**src/hw/rtl/bbd_pkg.sv**
```systemverilog
// ----------------------------------------------------------------------------
// bbd_pkg
// Shared types and constants of the bilinear bayer demosaic block.
// ----------------------------------------------------------------------------
package bbd_pkg;

  // default line store depth, pixels per row at most
  localparam int unsigned MAX_WIDTH_DEF = 4096;

  // field widths
  localparam int unsigned XW     = 13;  // column counter, holds up to 8191
  localparam int unsigned YW     = 16;  // row counter and out_y
  localparam int unsigned OXW    = 12;  // out_x
  localparam int unsigned CFG_DW = 16;  // config write data

  // register reset values
  localparam logic [XW-1:0] FRAME_WIDTH_RST  = 13'd640;
  localparam logic [YW-1:0] FRAME_HEIGHT_RST = 16'd480;

  // smallest frame extent in either direction
  localparam logic [XW-1:0] MIN_W = 13'd3;
  localparam logic [YW-1:0] MIN_H = 16'd3;

  typedef enum logic [0:0] {
    REG_FRAME_WIDTH  = 1'b0,
    REG_FRAME_HEIGHT = 1'b1
  } cfg_reg_t;

  typedef struct packed {
    logic [7:0] b;
    logic [7:0] g;
    logic [7:0] r;
  } pix_t;

  // one window column, top row first
  typedef struct packed {
    pix_t top;
    pix_t mid;
    pix_t bot;
  } col_t;

endpackage

```
**src/hw/rtl/bbd_interp.sv**
```systemverilog
// ----------------------------------------------------------------------------
// bbd_interp
// Bilinear fill of the two missing channels at the window center.
// ----------------------------------------------------------------------------
module bbd_interp (
  input  bbd_pkg::col_t left,
  input  bbd_pkg::col_t center,
  input  bbd_pkg::col_t right,
  input  logic          odd_x,
  input  logic          odd_y,
  output bbd_pkg::pix_t pix
);
  import bbd_pkg::*;

  logic [7:0] cross_g;
  logic [7:0] diag_r;
  logic [7:0] diag_b;
  logic [7:0] vert_r;
  logic [7:0] vert_b;
  logic [7:0] horz_r;
  logic [7:0] horz_b;

  // every term truncated before the add, as the sums never overflow 8 bits
  assign cross_g = (center.top.g >> 2) + (center.bot.g >> 2)
                 + (left.mid.g >> 2)   + (right.mid.g >> 2);
  assign diag_r  = (left.top.r >> 2) + (right.top.r >> 2)
                 + (left.bot.r >> 2) + (right.bot.r >> 2);
  assign diag_b  = (left.top.b >> 2) + (right.top.b >> 2)
                 + (left.bot.b >> 2) + (right.bot.b >> 2);
  assign vert_r  = (center.top.r >> 1) + (center.bot.r >> 1);
  assign vert_b  = (center.top.b >> 1) + (center.bot.b >> 1);
  assign horz_r  = (left.mid.r >> 1) + (right.mid.r >> 1);
  assign horz_b  = (left.mid.b >> 1) + (right.mid.b >> 1);

  always_comb begin
    pix = center.mid;
    unique case ({odd_x, odd_y})
      2'b00: begin  // red site
        pix.g = cross_g;
        pix.b = diag_b;
      end
      2'b11: begin  // blue site
        pix.r = diag_r;
        pix.g = cross_g;
      end
      2'b01: begin  // green on a blue row
        pix.r = vert_r;
        pix.b = horz_b;
      end
      default: begin  // green on a red row
        pix.r = horz_r;
        pix.b = vert_b;
      end
    endcase
  end

endmodule

```
**config.mk**
```make
export PLATFORM = sky130hd
export DESIGN_NAME = bbd_interp
export DESIGN_NICKNAME = d
export VERILOG_FILES = /design/src/hw/rtl/bbd_pkg.sv /design/src/hw/rtl/bbd_interp.sv
export SDC_FILE = /design/constraint.sdc
export NUM_CORES = 1
export LEC_CHECK = 0
export BUFFER_PORTS_ARGS = -buffer_cell sky130_fd_sc_hd__buf_2
export CELL_PAD_IN_SITES_DETAIL_PLACEMENT = 0
export CELL_PAD_IN_SITES_GLOBAL_PLACEMENT = 1
export CORE_ASPECT_RATIO = 1.4
export CORE_MARGIN = 8
export CORE_UTILIZATION = 29
export DETAILED_ROUTE_END_ITERATION = 10
export PLACE_DENSITY_LB_ADDON = 0.1
export SETUP_SLACK_MARGIN = 0.2
export SLEW_MARGIN = 20
export SYNTH_ARGS = -nofsm -noshare
export SYNTH_HDL_FRONTEND = slang
export SYNTH_SLANG_ARGS = --single-unit
```
**constraint.sdc**
```tcl
create_clock -name vclk -period 3.5
set_input_delay 0.35 -clock vclk [all_inputs]
set_output_delay 0.35 -clock vclk [all_outputs]
set_load 0.1 [all_outputs]
```
==> results.md, run 1 <==
- Status: completed
- Count of flip-flops and latches: 0
- Core area: 11200 sq um
- Hold Path Depth: 4
- Least-Margin Pin Slew: approximately 0.71 ns
- DIE AREA: roughly 15000 sq um
- Number of hold buffers added after cts: 0
- CP startpoint kind: input port
- Layout cells sized above 1: between 40% and 50%
- Critical Path AT: around 3.1 ns
- # IOs: about 240
- Worst hold path class: in -> out
- Critical path, cell by cell: buf_6 -> inv_4 -> fa_1 -> fa_1 -> inv_1 -> ha_2 -> inv_2 -> fa_2 -> nor2b_1 -> o21a_1 -> nor3_1 -> nand3b_1 -> a32oi_4 -> buf_12
- Nets: approximately 900
- Final instance area: just over 5000 sq um
- Most used cell, CP: fa_1
- Final ANT Viol Nets: 0
- Net Count, Synth: 730
- WL/cell: roughly 15 um
- WP data required: between 3 and 4 ns
- Crit-path max FO: 2
- Slew margin rel.: a little over half
- Critical path depth: 14
- Bufs and invs on worst path: 5
- Netlist cell types: 54
- CP endpoint kind: output port
- Sequential area share after synthesis: 0%
- Antenna violations before repair: 0
- PwrDens: 374 nW/um^2
- Port Buffer Count: approximately 180
- # rows: 46
- Routability congestion estimate: approximately 0.76
- DIE WIDTH: between 100 and 150 um
- First-pass GRT wire length: 18.2 mm
- Routed vias: between 3k and 4k
- Routed WL: around 11 mm
- Crit path max-delay family: adder cells
- Most frequent cells in the layout: 150 x buf_2, 79 x inv_1, 45 x ha_1
- Clkbuf count: 0
- Minimum clock period: 3.43 ns
- WS Path Type: in -> out
- Fillers: around 1.2k
- # diodes: 0
- Yosys warnings: 0
- Area Overhead vs Synth: 57.6%
- Avg Cell Area, Syn: 7.85 sq um
- DR pass1 iterations: 4
- Final setup violation count: 0
- Drt via density: between 4 and 5
- Hpwl dp: slightly above 10 mm
- Cells after DPL: 744
- Register area: 0 sq um
- Maximum vdd drop: approximately 0.43 mV
- Most common cell after layout, fill and taps aside: buf_2
- Starting Density: between 20 and 30%
- GRT Total Usage: about 15%
- Fin. max-slew vios: 0
- Number of global-route vias before repair: between 3k and 4k
- Die Span Y: 142 um
- Max stage delay on crit path: around 0.56 ns
- Final Cycle Share: between 90% and 100%
- Leak Pwr: 2.65 nW
- Final Hold Fails: 0
- Cells after synthesis: 419
- Non-filler cells, final: 750
- Pin count of the biggest net entering global routing: 17
- Gr ovfl total: 0
- FMAX: around 300 MHz
- Mapped cell area: around 3300 sq um
- Slowest cell on the critical path: fa_1
- Post-DP Area: a little under 5000 sq um
- RSZ-0062 raised after global routing: true
- Post-route DRC: 0
- Max_cap viols: 0
- DR iter-0 viols: between 100 and 150
[stage by stage]
step           worst slack (ns)  hold WS, ns  utilization (%)  TNS (ns)  total power, mW
2_1_floorplan           -0.0335        0.991                -   -0.0335             1.29
5_1_grt                  -0.110         1.11             46.2    -0.188             2.10
3_3_place_gp             -0.110         1.09             44.1    -0.198             1.82
3_5_place_dp             -0.129         1.09             44.1    -0.255             1.84
4_1_cts                 -0.0425         1.09             45.5   -0.0425             1.93
6_report                 0.0732         1.09             46.2         0             1.94
[worst paths after layout]
check | startpoint | end | slack, ns
max | left[19] | pix[21] | 0.07
min | center[36] | pix[12] | 1.09
[Yosys cell counts, drive strengths merged (2+ instances only)]
| library cell | number | share of area [%] |
|---|---|---|
| a22oi | 2 | 0.46 |
| o31a | 5 | 1.3 |
| a211o | 2 | 0.53 |
| nand2b | 4 | 0.76 |
| nand2 | 22 | 2.5 |
| nor2b | 9 | 1.9 |
| o21a | 4 | 0.91 |
| o21bai | 5 | 1.1 |
| inv | 99 | 11 |
| nand3 | 2 | 0.30 |
| nor3 | 4 | 0.61 |
| a21o | 8 | 1.8 |
| a221o | 2 | 0.61 |
| nand3b | 2 | 0.46 |
| clkbuf | 7 | 0.80 |
| a21oi | 35 | 5.4 |
| fa | 40 | 24 |
| o31ai | 2 | 0.46 |
| nor2 | 16 | 1.8 |
| a221oi | 3 | 0.99 |
| ha | 53 | 20 |
| mux2i | 7 | 2.1 |
| a32oi | 2 | 0.53 |
| mux2 | 2 | 0.68 |
| o21ai | 30 | 4.6 |
| xor2 | 10 | 2.7 |
| a222oi | 4 | 1.2 |
| a211oi | 10 | 2.4 |
| o22ai | 2 | 0.57 |
| nor4b | 3 | 0.80 |
| xnor2 | 5 | 1.3 |
| o211ai | 2 | 0.46 |
| buf | 2 | 0.30 |
[routing by layer]
metal  GRT usage [%]  routed length (um)  vias to the layer above
met5               0                   0                        -
met4           0.297                  68                        0
met3            2.81                 662                        4
met2            29.8                6460                      107
met1            15.2                4150                     1680
li1                -                   -                     1797
[cells by family (layout without fill, tap and decap cells)]
kind of cell | Yosys count | count (layout) | synth area share (%)
buf+inv | 108 | 295 | 12.4
compound gates | 124 | 124 | 25.2
simple gates | 70 | 70 | 11.0
mux | 9 | 9 | 2.82
xor+xnor | 15 | 15 | 4.00
fa+ha+maj | 93 | 93 | 44.5
[tightest hold or removal path, stage by stage]
cell     delay, ns
buf_2         0.08
nand2_1       0.05
o21ai_2       0.08
buf_12        0.18
[report_power, final]
group	leakage [nW]	internal [mW]	switching [mW]	total, mW
Clock	0	0	0	0
Sequential	0	0	0	0
Combinational	2.65	0.808	1.13	1.94
Total	2.65	0.808	1.13	1.94
[layout make-up]
cell class         count  area [sq um]  share of cell area [%]
multi-input cells    311          3230                    62.2
repair buffers       196          1360                    26.3
inverters             99           414                    7.99
well taps            144           180                    3.48
[timing repair]
action / CTS / global route
buffers inserted: 4 / 2
setup endpoints to repair: 12 / 13
pin swaps: 25 / 22
resized for setup: 38 / 15
No activity file was read; power rests on OpenSTA's default activity.
==> inputs of run 2 (changes only) <==
--- a/config.mk
+++ b/config.mk
@@ -12,7 +12,7 @@
 export CORE_MARGIN = 8
 export CORE_UTILIZATION = 29
 export DETAILED_ROUTE_END_ITERATION = 10
-export PLACE_DENSITY_LB_ADDON = 0.1
+export PLACE_DENSITY_LB_ADDON = 0.2
 export SETUP_SLACK_MARGIN = 0.2
 export SLEW_MARGIN = 20
 export SYNTH_ARGS = -nofsm -noshare
==> run 2 against run 1 <==
Against the previous run: non-clock buffer count fell by 3; total power rose by 0.97%; fmax rose by 0.86%; worst hold slack got worse by 0.0013 ns; via count fell by 1.6%; critical endpoint is now pix[3]; largest cell class unchanged; largest power group unchanged.
==> results.md, run 2 (synthesis gave the netlist of run 1 again) <==
- Hpwl dp: 9.55 mm
- Worst hold path class: in -> out
- Sum Neg Setup Slack: 0 ns
- CP endpoint kind: output port
- Critical path, cell by cell: buf_6 -> inv_2 -> fa_2 -> fa_1 -> inv_2 -> ha_4 -> inv_2 -> fa_2 -> buf_4 -> xnor2_2 -> a221oi_2 -> o31a_1 -> a21oi_4 -> buf_12
- Status: completed
- Most common cell after layout, fill and taps aside: buf_2
- Final Cycle Share: ~97%
- First-pass GRT wire length: 17.9 mm
- Pin count of the biggest net entering global routing: 18
- Most used cell, CP: inv_2
- Final setup violation count: 0
- Final ANT Viol Nets: 0
- Die Span Y: 142 um
- Register area: 0 sq um
- Core area: about 11000 sq um
- Slew margin rel.: around 50%
- Critical path origin: left[3]
- # IOs: 242
- Crit-path max FO: 2
- Layout cells sized above 1: 46.6%
- Starting Density: between 20 and 30%
- Max stage delay on crit path: roughly 0.57 ns
- Non-filler cells, final: about 750
- Fin. max-slew vios: 0
- Least-Margin Pin Slew: ~0.75 ns
- Cells after DPL: around 740
- Max_cap viols: 0
- Final instance area: about 5200 sq um
- Routed vias: roughly 3.5k
- Minimum clock period: about 3.4 ns
- RSZ-0062 raised after global routing: true
- GRT Total Usage: 13.9%
- Final Hold Fails: 0
- Drt via density: around 4.7
- FMAX: just under 300 MHz
- Slowest cell on the critical path: fa_2
- Pwr Total: ~2.0 mW
- Worst hold margin: ~1.1 ns
- Area Overhead vs Synth: 59.2%
- DIE WIDTH: roughly 110 um
- Most frequent cells in the layout: 145 x buf_2, 75 x inv_1, 45 x ha_1
- WS Path Type: in -> out
- Hold_sp: center[36]
- Bufs and invs on worst path: 6
- Routed WL: between 10 and 15 mm
- Crit path max-delay family: adder cells
- Port Buffer Count: 178
- Final core occ: around 47%
- CP startpoint kind: input port
- Number of hold buffers added after cts: 0
- # rows: 46
- Post-DP Area: between 4000 and 5000 sq um
- DP Worst Slack: -0.0183 ns
- Antenna violations before repair: 0
- Routability congestion estimate: ~0.75
- Clkbuf count: 0
- Maximum vdd drop: between 0.4 and 0.5 mV
- Leak Pwr: about 2.6 nW
- Number of global-route vias before repair: between 3k and 4k
- # diodes: 0
- WP data required: approximately 3.2 ns
- Final worst slack: between 0.1 and 0.15 ns
- DR iter-0 viols: between 70 and 80
- WL/cell: around 14 um
- DIE AREA: 15100 sq um
- DR pass1 iterations: 4
- Gr ovfl total: 0
- Nets: 916
- Count of flip-flops and latches: 0
- Post-route DRC: 0
- Critical Path AT: approximately 3.1 ns
- PwrDens: 374 nW/um^2
run 2: cell count changes in the layout (fill, tap and decap cells not counted), sizes merged:
cell    delta
buf        -4
clkbuf     +1
run 2: tightest hold or removal path, delay by kind of cell:
kind                   cells  cell delay (ns)
and+or+nand+nor            1             0.05
AOI/OAI and AO/OA          1             0.07
buffers and inverters      2             0.25
run 2: what timing repair did:
item / CTS / global route
cloned: 0 / 0
buffers inserted: 7 / 2
endpoints found under the hold margin: 0 / 0
pin swaps: 35 / 23
setup endpoints to repair: 12 / 14
resized for setup: 35 / 33
run 2: layout make-up:
cell class         count  area, sq um
fillers             1141         5990
inverters             99          409
multi-input cells    311         3260
well taps            144          180
repair buffers       193         1390
run 2: final timing paths:
| path | endpoint | slack [ns] | cells past startpoint |
|---|---|---|---|
| setup / recovery | pix[3] | 0.10 | 14 |
| hold / removal | pix[12] | 1.08 | 4 |
run 2: report_power, final:
part | leakage [nW] | total (mW) | internal [mW] | switching, mW
sequential | 0 | 0 | 0 | 0
combinational | 2.65 | 1.96 | 0.820 | 1.14
clock | 0 | 0 | 0 | 0
total | 2.65 | 1.96 | 0.820 | 1.14
run 2: per-layer routing:
metal / track usage [%] / up-vias / routed length (um)
li1: - / 1793 / -
met2: 25.5 / 123 / 5390
met4: 0.818 / 0 / 91
met5: 0 / - / 0
met1: 16.3 / 1605 / 4350
met3: 3.99 / 8 / 873
