File: config.mk
export PLATFORM = sky130hd
export DESIGN_NAME = bbd_cell
export DESIGN_NICKNAME = d
export VERILOG_FILES = /design/src/hw/rtl/bbd_pkg.sv /design/src/hw/rtl/bbd_cell.sv
export SDC_FILE = /design/constraint.sdc
export NUM_CORES = 1
export LEC_CHECK = 0
export BUFFER_PORTS_ARGS = -buffer_cell sky130_fd_sc_hd__buf_4
export CORE_ASPECT_RATIO = 1.2
export CORE_MARGIN = 10
export CORE_UTILIZATION = 30
export CTS_BUF_LIST = sky130_fd_sc_hd__clkbuf_2
export DETAILED_ROUTE_END_ITERATION = 10
export SKIP_LAST_GASP = 1
export SLEW_MARGIN = 40
export SYNTH_ARGS = -nofsm -noshare
export SYNTH_HDL_FRONTEND = slang
export SYNTH_SLANG_ARGS = --single-unit
File: constraint.sdc
create_clock -name clk -period 1.2 [get_ports clk]
set_input_delay 0.12 -clock clk [delete_from_list [all_inputs] [get_ports clk]]
set_output_delay 0.12 -clock clk [all_outputs]
set_load 0.02 [all_outputs]
File: src/hw/rtl/bbd_pkg.sv
// ----------------------------------------------------------------------------
// bbd_pkg
// Shared types and constants of the bilinear bayer demosaic block.
// ----------------------------------------------------------------------------
package bbd_pkg;

  // default line store depth, pixels per row at most
  localparam int unsigned MAX_WIDTH_DEF = 4096;

  // field widths
  localparam int unsigned XW     = 13;  // column counter, holds up to 8191
  localparam int unsigned YW     = 16;  // row counter and out_y
  localparam int unsigned OXW    = 12;  // out_x
  localparam int unsigned CFG_DW = 16;  // config write data

  // register reset values
  localparam logic [XW-1:0] FRAME_WIDTH_RST  = 13'd640;
  localparam logic [YW-1:0] FRAME_HEIGHT_RST = 16'd480;

  // smallest frame extent in either direction
  localparam logic [XW-1:0] MIN_W = 13'd3;
  localparam logic [YW-1:0] MIN_H = 16'd3;

  typedef enum logic [0:0] {
    REG_FRAME_WIDTH  = 1'b0,
    REG_FRAME_HEIGHT = 1'b1
  } cfg_reg_t;

  typedef struct packed {
    logic [7:0] b;
    logic [7:0] g;
    logic [7:0] r;
  } pix_t;

  // one window column, top row first
  typedef struct packed {
    pix_t top;
    pix_t mid;
    pix_t bot;
  } col_t;

endpackage

File: src/hw/rtl/bbd_cell.sv
// ----------------------------------------------------------------------------
// bbd_cell
// One column of the 3x3 window; takes its neighbor's column on each shift.
// ----------------------------------------------------------------------------
module bbd_cell (
  input  logic          clk,
  input  logic          rst,
  input  logic          en,
  input  bbd_pkg::col_t d,
  output bbd_pkg::col_t q
);
  import bbd_pkg::*;

  col_t col;

  always_ff @(posedge clk) begin
    if (rst) begin
      col <= '0;
    end else if (en) begin
      col <= d;
    end
  end

  assign q = col;

endmodule

==> results_tabular.tex, run 1 <==
\begin{tabular}{lr}
\hline
Metric & Value \\
\hline
\multicolumn{2}{l}{\textbf{Timing}} \\
\quad Worst-case hold slack & 0.192 ns \\
\quad Period Utilization, post-route & 1.00 \\
\quad Slew at the pin closest to its max-slew limit & 0.279 ns \\
\quad Final Setup Violations & 1 \\
\quad Final Max Slew Viols & 0 \\
\quad Maximum frequency from static timing analysis & 831 MHz \\
\quad Crit path setup slack, layout & -0.00278 ns \\
\quad Count of final hold-check violations & 0 \\
\quad Minimum period implied by the final worst setup slack & 1.20 ns \\
\quad Unrepaired setup endpoints after global routing & yes \\
\quad Remaining max-slew budget at the tightest pin & 0.814 \\
\quad Largest clock skew in the final design & 0 ns \\
\multicolumn{2}{l}{\textbf{Clock network}} \\
\quad H-tree depth & 3 \\
\quad Source-to-sink clock delay at the later pin of the worst-skew pair & 0.47 ns \\
\quad CTS max path bufs & 2 \\
\quad CTS tree & yes \\
\quad Clock transition at the registers of the reported paths & 0.19 ns \\
\quad Sinks on the clock net & 72 \\
\quad Number of buffers created by CTS & 9 \\
\quad Clock root buffer & sky130\_fd\_sc\_hd\_\_clkbuf\_2 \\
\multicolumn{2}{l}{\textbf{Floorplanning}} \\
\quad Initial cell density of the core & 0.305 \\
\quad Placeable core region & 8470 um\^{}2 \\
\quad Chip Width & 105 um \\
\quad I/O pin cnt & 147 \\
\quad Number of standard-cell rows in the floorplan & 37 \\
\quad Die height & 122 um \\
\quad Die ar. & 12,700 um\^{}2 \\
\multicolumn{2}{l}{\textbf{Route}} \\
\quad DRC violation count after routing & 0 \\
\quad Via density per instance & 4.22 \\
\quad Wire length reported by the detailed router & 8790 um \\
\quad Routed via count & 2,433 \\
\quad 1st-iter DRT viols & 55 \\
\quad Number of iterations in the first detailed-routing pass & 4 \\
\quad Routed wirelength normalized by instance count & 15.2 um \\
\quad Remaining antenna violation count after routing & 0 \\
\multicolumn{2}{l}{\textbf{Placement}} \\
\quad Routability Congestion & 0.700 \\
\quad Placed wire-length estimate & 5630 um \\
\quad Placed instance area & 3770 um\^{}2 \\
\quad Quantity of I/O buffers inserted on ports & 146 \\
\multicolumn{2}{l}{\textbf{Critical path}} \\
\quad CP Data Arrival Time & 1.58 ns \\
\quad Largest driver fanout on the critical path & 21 \\
\quad Worst endpoint required time & 1.58 ns \\
\quad Startpoint-to-endpoint class of the critical path & input pin to flip-flop \\
\quad Slowest CP cell & sky130\_fd\_sc\_hd\_\_dlygate4sd3\_1 \\
\quad Crit path largest cell delay & 0.56 ns \\
\quad Cells along the critical path & dlygate4sd3\_1 -> buf\_4 -> nor2\_1 -> dlygate4sd3\_1 \\
\quad Crit-path most repeated cell & sky130\_fd\_sc\_hd\_\_dlygate4sd3\_1 \\
\quad Kind of end point of the critical path & flip-flop \\
\quad Startpoint types & input pin \\
\multicolumn{2}{l}{\textbf{Finish}} \\
\quad Fill cell instance count of the final layout & 726 \\
\quad Flip-flop count of the largest register after layout & 72 \\
\quad Post-Route Utilization & 0.565 \\
\quad Area of the multi-input gates & 991 um\^{}2 \\
\quad Area of all sequential standard cells & 1520 um\^{}2 \\
\quad Area growth from synthesis to layout & 85.4\% \\
\quad Number of diodes & 0 \\
\quad Area of all placed cells without fillers & 4780 um\^{}2 \\
\quad Ratio of cells with drive above 1 in the final layout & 0.498 \\
\quad Layout net count & 531 \\
\multicolumn{2}{l}{\textbf{Pwr}} \\
\quad Seq pwr share & 0.539 \\
\quad Relative contribution of combinational cells to total power & 0.244 \\
\quad PwrDens & 1030 nW/um\^{}2 \\
\quad Portion of total power attributed to the clock network & 0.217 \\
\quad Switching Power & 1.41 mW \\
\quad VDD IR max & 0.000533 V \\
\quad Power Internal & 3.49 mW \\
\quad Switching part of the total power & 0.288 \\
\quad Static leakage power & 2.35 nW \\
\multicolumn{2}{l}{\textbf{Min path}} \\
\quad Tightest Hold Check Type & input pin to flip-flop \\
\multicolumn{2}{l}{\textbf{Yosys}} \\
\quad Unique masters post-synth & 8 \\
\quad Dominant combinational cell family by area after synthesis & multiplexers \\
\quad Leading cell types by count after synthesis & sky130\_fd\_sc\_hd\_\_dfxtp\_1, sky130\_fd\_sc\_hd\_\_mux2i\_1, sky130\_fd\_sc\_hd\_\_nor2\_1 \\
\quad Top cell type's share of synthesized area & 0.559 \\
\quad Xor-xnor portion of the synthesized cell area & 0 \\
\quad Cell type with the largest total area after synthesis & sky130\_fd\_sc\_hd\_\_dfxtp\_1 \\
\quad Area share of fa/ha/maj cells after synthesis & 0 \\
\quad Main flop type after synthesis & sky130\_fd\_sc\_hd\_\_dfxtp\_1 \\
\quad Mean Syn Cell Area & 11.1 um\^{}2 \\
\quad Synth Area in Simple Gates & 0.105 \\
\quad Async set-reset flop share out of synthesis & 0 \\
\quad \#FFs+latches synth & 72 \\
\quad Yosys warning total & 0 \\
\quad Post-synthesis cell count & 232 \\
\quad Multiplexer area fraction after synthesis & 0.279 \\
\quad Syn nets & 307 \\
\quad Cells taking the most area after synthesis & sky130\_fd\_sc\_hd\_\_dfxtp\_1, sky130\_fd\_sc\_hd\_\_mux2i\_1, sky130\_fd\_sc\_hd\_\_nor2\_1, sky130\_fd\_sc\_hd\_\_buf\_8, sky130\_fd\_sc\_hd\_\_buf\_1 \\
\quad Fraction of the mapped netlist area in compound gates & 0 \\
\quad Post-synth design cell area & 2580 um\^{}2 \\
\quad Part of the Yosys area used for sequential elements & 0.559 \\
\quad Number of synthesized flops with an enable pin & 0 \\
\multicolumn{2}{l}{\textbf{Global routing}} \\
\quad Number of global-route vias before repair & 2,667 \\
\quad GRT overflow & 0 \\
\quad Global-route wire length before repair & 13,800 um \\
\quad Pin count of the biggest net entering global routing & 28 \\
\quad Antenna violations before repair & 0 \\
\quad Global-route total usage across every layer & 0.133 \\
\multicolumn{2}{l}{\textbf{Run}} \\
\quad Max-capacitance violation count & 0 \\
\multicolumn{2}{l}{\textbf{Outcome}} \\
\quad Status & finished with violations \\
\quad Failing checks & negative setup slack \\
\hline
\end{tabular}
==> per-layer routing <==
layer,vias up,GRT usage,wire length (um),part of all wire
li1,1209,-,-,-
met2,78,0.236,4700,0.53
met3,9,0.0417,531,0.060
met4,0,0.0558,111,0.013
met1,1137,0.146,3450,0.39
met5,-,0,0,0
==> critical path, delay by kind of cell <==
| kind | cells | cell delay, ns |
|---|---|---|
| and+or+nand+nor | 1 | 0.09 |
| buffers and inverters | 3 | 1.37 |
==> metrics by stage <==
step / worst slack, ns / total power [mW] / TNS (ns) / instances
global route: -0.0122 / 5.19 / -0.0621 / 577
finish: -0.00278 / 4.90 / -0.00278 / 577
global placement: 0.320 / 3.61 / 0 / 484
detailed placement: 0.310 / 3.62 / 0 / 484
CTS: 0.000555 / 4.97 / 0 / 591
floorplan: 0.430 / 3.15 / 0 / 232
==> kinds of logic (layout without fill, tap and decap cells) <==
logic type | Yosys count | count (layout)
buf+inv | 16 | 244
mux | 72 | 72
simple gates | 72 | 72
flops | 72 | 72
==> power groups by stage <==
stage	clock [mW]	combinational (mW)	sequential (mW)
after CTS	1.15	1.21	2.61
after global placement	0	0.952	2.66
final	1.06	1.20	2.64
after detailed placement	0	0.961	2.66
after global routing	1.23	1.29	2.66
after floorplan	0	0.317	2.83
==> cell type report <==
class                   instances  share of cell area
flip-flops and latches         72               0.318
well taps                     117              0.0306
clock buffers                  10              0.0105
repair buffers                229               0.428
multi-input cells             144               0.207
clock inverters                 5             0.00523
==> path summary, 6_finish.rpt <==
kind	from	end	slack, ns	cells past startpoint
max	rst	q[39]$_SDFFE_PP0P_	-0.003	4
min	en	q[34]$_SDFFE_PP0P_	0.19	4
max reg2reg	q[47]$_SDFFE_PP0P_	q[47]$_SDFFE_PP0P_	0.02	3
min reg2reg	q[2]$_SDFFE_PP0P_	q[2]$_SDFFE_PP0P_	0.50	2
==> what timing repair did <==
item / CTS / global route
hold buffers: 92 / 0
endpoints found under the hold margin: 72 / 0
pin swaps: 0 / 2
buffers inserted: 0 / 1
endpoints found under the setup margin: 8 / 73
resized for setup: 8 / 76
==> layout by cell type (no fill, tap or decap) <==
cell	count
sky130_fd_sc_hd__clkinv_1	2
sky130_fd_sc_hd__buf_4	127
sky130_fd_sc_hd__buf_6	20
sky130_fd_sc_hd__dlygate4sd3_1	77
sky130_fd_sc_hd__mux2i_1	72
sky130_fd_sc_hd__buf_12	5
sky130_fd_sc_hd__clkbuf_2	10
sky130_fd_sc_hd__clkinv_2	2
sky130_fd_sc_hd__clkinvlp_4	1
sky130_fd_sc_hd__dfxtp_2	64
sky130_fd_sc_hd__dfxtp_1	8
sky130_fd_sc_hd__nor2_1	72
Note: power is estimated with default switching activity, not from simulation.
==> inputs of run 2 (changes only) <==
ABC_AREA = 1   (was unset)
SLEW_MARGIN = unset   (was 40)
==> results_tabular.tex, run 2 <==
\begin{tabular}{lr}
\hline
Metric & Value \\
\hline
\multicolumn{2}{l}{\textbf{Outcome}} \\
\quad Status & finished, final reports clean \\
\multicolumn{2}{l}{\textbf{Finish}} \\
\quad Ratio of cells with drive above 1 in the final layout & 0.326 \\
\quad Most common library cell in the layout ignoring fill and taps & sky130\_fd\_sc\_hd\_\_nand2\_1 \\
\quad Layout net count & 777 \\
\quad Flip-flop count of the largest register after layout & 72 \\
\quad Area growth from synthesis to layout & 84.1\% \\
\quad Area of all placed cells without fillers & 5430 um\^{}2 \\
\quad Post-route non-filler standard cell count & 829 \\
\quad Fill cell instance count of the final layout & 853 \\
\quad Commonest cells after routing, fill and taps aside & sky130\_fd\_sc\_hd\_\_nand2\_1, sky130\_fd\_sc\_hd\_\_nor2\_1, sky130\_fd\_sc\_hd\_\_buf\_4 \\
\quad Post-Route Utilization & 0.568 \\
\multicolumn{2}{l}{\textbf{Placement}} \\
\quad Quantity of I/O buffers inserted on ports & 146 \\
\quad Routability Congestion & 0.734 \\
\quad Placed instance area & 4130 um\^{}2 \\
\quad Post-place setup slack & 0.251 ns \\
\quad Placed wire-length estimate & 6160 um \\
\quad Placed cell count & 707 \\
\multicolumn{2}{l}{\textbf{Timing}} \\
\quad Unrepaired setup endpoints after global routing & yes \\
\quad Minimum period implied by the final worst setup slack & 1.17 ns \\
\quad Largest clock skew in the final design & 0 ns \\
\quad Total negative setup slack & 0 ns \\
\quad Crit path setup slack, layout & 0.0263 ns \\
\quad Maximum frequency from static timing analysis & 852 MHz \\
\quad Final Max Slew Viols & 0 \\
\quad Period Utilization, post-route & 0.978 \\
\quad Worst-case hold slack & 0.0534 ns \\
\quad Final Setup Violations & 0 \\
\quad Slew at the pin closest to its max-slew limit & 0.315 ns \\
\quad Count of final hold-check violations & 0 \\
\quad Remaining max-slew budget at the tightest pin & 0.790 \\
\multicolumn{2}{l}{\textbf{Yosys}} \\
\quad Leading cell types by count after synthesis & sky130\_fd\_sc\_hd\_\_nand2\_1, sky130\_fd\_sc\_hd\_\_nor2\_1, sky130\_fd\_sc\_hd\_\_dfxtp\_1, sky130\_fd\_sc\_hd\_\_inv\_1, sky130\_fd\_sc\_hd\_\_buf\_2 \\
\quad Top cell type's share of synthesized area & 0.488 \\
\quad Mean Syn Cell Area & 6.47 um\^{}2 \\
\quad Post-synth design cell area & 2950 um\^{}2 \\
\quad Cells taking the most area after synthesis & sky130\_fd\_sc\_hd\_\_dfxtp\_1, sky130\_fd\_sc\_hd\_\_nand2\_1, sky130\_fd\_sc\_hd\_\_nor2\_1, sky130\_fd\_sc\_hd\_\_inv\_1, sky130\_fd\_sc\_hd\_\_buf\_6 \\
\quad Async set-reset flop share out of synthesis & 0 \\
\quad Yosys warning total & 0 \\
\quad Unique masters post-synth & 9 \\
\quad Main flop type after synthesis & sky130\_fd\_sc\_hd\_\_dfxtp\_1 \\
\quad Part of the Yosys area used for sequential elements & 0.488 \\
\quad Syn nets & 531 \\
\quad Post-synthesis cell count & 456 \\
\quad \#FFs+latches synth & 72 \\
\quad Number of synthesized flops with an enable pin & 0 \\
\quad Cell type with the largest total area after synthesis & sky130\_fd\_sc\_hd\_\_dfxtp\_1 \\
\multicolumn{2}{l}{\textbf{Route}} \\
\quad Number of iterations in the first detailed-routing pass & 4 \\
\quad Wire length reported by the detailed router & 9760 um \\
\quad Routed via count & 3,401 \\
\quad DRC violation count after routing & 0 \\
\quad Routed wirelength normalized by instance count & 11.8 um \\
\quad Via density per instance & 4.10 \\
\quad 1st-iter DRT viols & 109 \\
\quad Remaining antenna violation count after routing & 0 \\
\multicolumn{2}{l}{\textbf{Critical path}} \\
\quad Startpoint-to-endpoint class of the critical path & input pin to flip-flop \\
\quad Crit path largest cell delay & 0.56 ns \\
\quad Cells along the critical path & dlygate4sd3\_1 -> buf\_4 -> inv\_1 -> nand2\_1 -> nand2\_1 -> nor2\_1 -> dlygate4sd3\_1 \\
\quad CP Data Arrival Time & 1.57 ns \\
\quad Critical path buffers and inverters & 4 \\
\quad Cell type group with the largest total delay on the critical path & buffers and inverters \\
\quad Worst endpoint required time & 1.59 ns \\
\quad R2R setup slack & 0.03 ns \\
\quad Largest driver fanout on the critical path & 1 \\
\quad Startpoint types & input pin \\
\quad Slowest CP cell & sky130\_fd\_sc\_hd\_\_dlygate4sd3\_1 \\
\quad Kind of end point of the critical path & flip-flop \\
\multicolumn{2}{l}{\textbf{Floorplanning}} \\
\quad Initial cell density of the core & 0.309 \\
\quad Die height & 129 um \\
\quad Number of standard-cell rows in the floorplan & 39 \\
\quad Chip Width & 111 um \\
\quad Die ar. & 14,200 um\^{}2 \\
\quad Placeable core region & 9560 um\^{}2 \\
\quad I/O pin cnt & 147 \\
\multicolumn{2}{l}{\textbf{Pwr}} \\
\quad Post-layout total power & 5.17 mW \\
\quad VDD IR max & 0.000568 V \\
\quad Static leakage power & 2.96 nW \\
\quad PwrDens & 952 nW/um\^{}2 \\
\multicolumn{2}{l}{\textbf{Min path}} \\
\quad Tightest Hold Check Type & input pin to flip-flop \\
\multicolumn{2}{l}{\textbf{Global routing}} \\
\quad Pin count of the biggest net entering global routing & 43 \\
\quad Antenna violations before repair & 1 \\
\quad Global-route wire length before repair & 15,400 um \\
\quad GRT overflow & 0 \\
\quad Global-route total usage across every layer & 0.129 \\
\quad Number of global-route vias before repair & 3,301 \\
\multicolumn{2}{l}{\textbf{Clock network}} \\
\quad CTS max path bufs & 2 \\
\quad H-tree depth & 3 \\
\quad Clock root buffer & sky130\_fd\_sc\_hd\_\_clkbuf\_2 \\
\quad Source-to-sink clock delay at the later pin of the worst-skew pair & 0.48 ns \\
\quad Number of buffers created by CTS & 9 \\
\quad Clock transition at the registers of the reported paths & 0.17 ns \\
\quad Sinks on the clock net & 72 \\
\quad CTS tree & yes \\
\multicolumn{2}{l}{\textbf{Run}} \\
\quad Max-capacitance violation count & 0 \\
\hline
\end{tabular}
run 2: cell count changes after synthesis, moves of 3 or more:
cell                       delta
sky130_fd_sc_hd__buf_1        -5
sky130_fd_sc_hd__buf_2       +10
sky130_fd_sc_hd__buf_6        +6
sky130_fd_sc_hd__buf_8        -7
sky130_fd_sc_hd__clkbuf_1     +3
sky130_fd_sc_hd__inv_1       +72
sky130_fd_sc_hd__mux2i_1     -72
sky130_fd_sc_hd__nand2_1    +144
sky130_fd_sc_hd__nor2_1      +72
run 2: worst register-to-register path, stage by stage, from the launching register on:
cell	delay (ns)
sky130_fd_sc_hd__dfxtp_2	0.37
sky130_fd_sc_hd__nor2_2	0.09
sky130_fd_sc_hd__nor2_1	0.06
sky130_fd_sc_hd__dlygate4sd3_1	0.56
run 2: repair_timing:
action / CTS / global route
gates resized for setup: 30 / 57
endpoints found under the setup margin: 26 / 45
cloned: 0 / 0
endpoints found under the hold margin: 72 / 0
setup buffers: 1 / 3
hold buffers: 103 / 0
run 2: metal layers:
layer,share of wire,track usage,vias up
li1,-,-,1779
met4,0.026,0.0706,0
met5,0,0,-
met3,0.060,0.0400,19
met1,0.41,0.139,1507
met2,0.50,0.224,96
run 2: path summary, 6_finish.rpt:
kind                             end                from  depth (start not counted)
setup / recovery  q[18]$_SDFFE_PP0P_               d[18]                          7
hold reg to reg   q[56]$_SDFFE_PP0P_  q[56]$_SDFFE_PP0P_                          2
hold / removal    q[19]$_SDFFE_PP0P_                 rst                          5
setup reg to reg  q[18]$_SDFFE_PP0P_  q[18]$_SDFFE_PP0P_                          3
run 2: power by group:
group / switching, mW / internal [mW] / leakage [nW]
clock network: 0.768 / 0.250 / 0.0504
logic: 0.667 / 0.798 / 2.29
registers: 0.103 / 2.59 / 0.617
run 2: logic make-up after synthesis:
logic type	Yosys count	synth area share
buffers and inverters	96	0.145
flip-flops	72	0.488
AND/OR/NAND/NOR	288	0.366
run 2: layout make-up:
class	count	area, um^2	area share
repair buffers	258	2330	0.430
multi-input cells	288	1080	0.199
inverters	73	274	0.0504
clock buffers	11	55.1	0.0101
diodes	1	2.50	0.000461
clock inverters	3	11.3	0.00207
flip-flops and latches	72	1520	0.280
well taps	123	154	0.0283
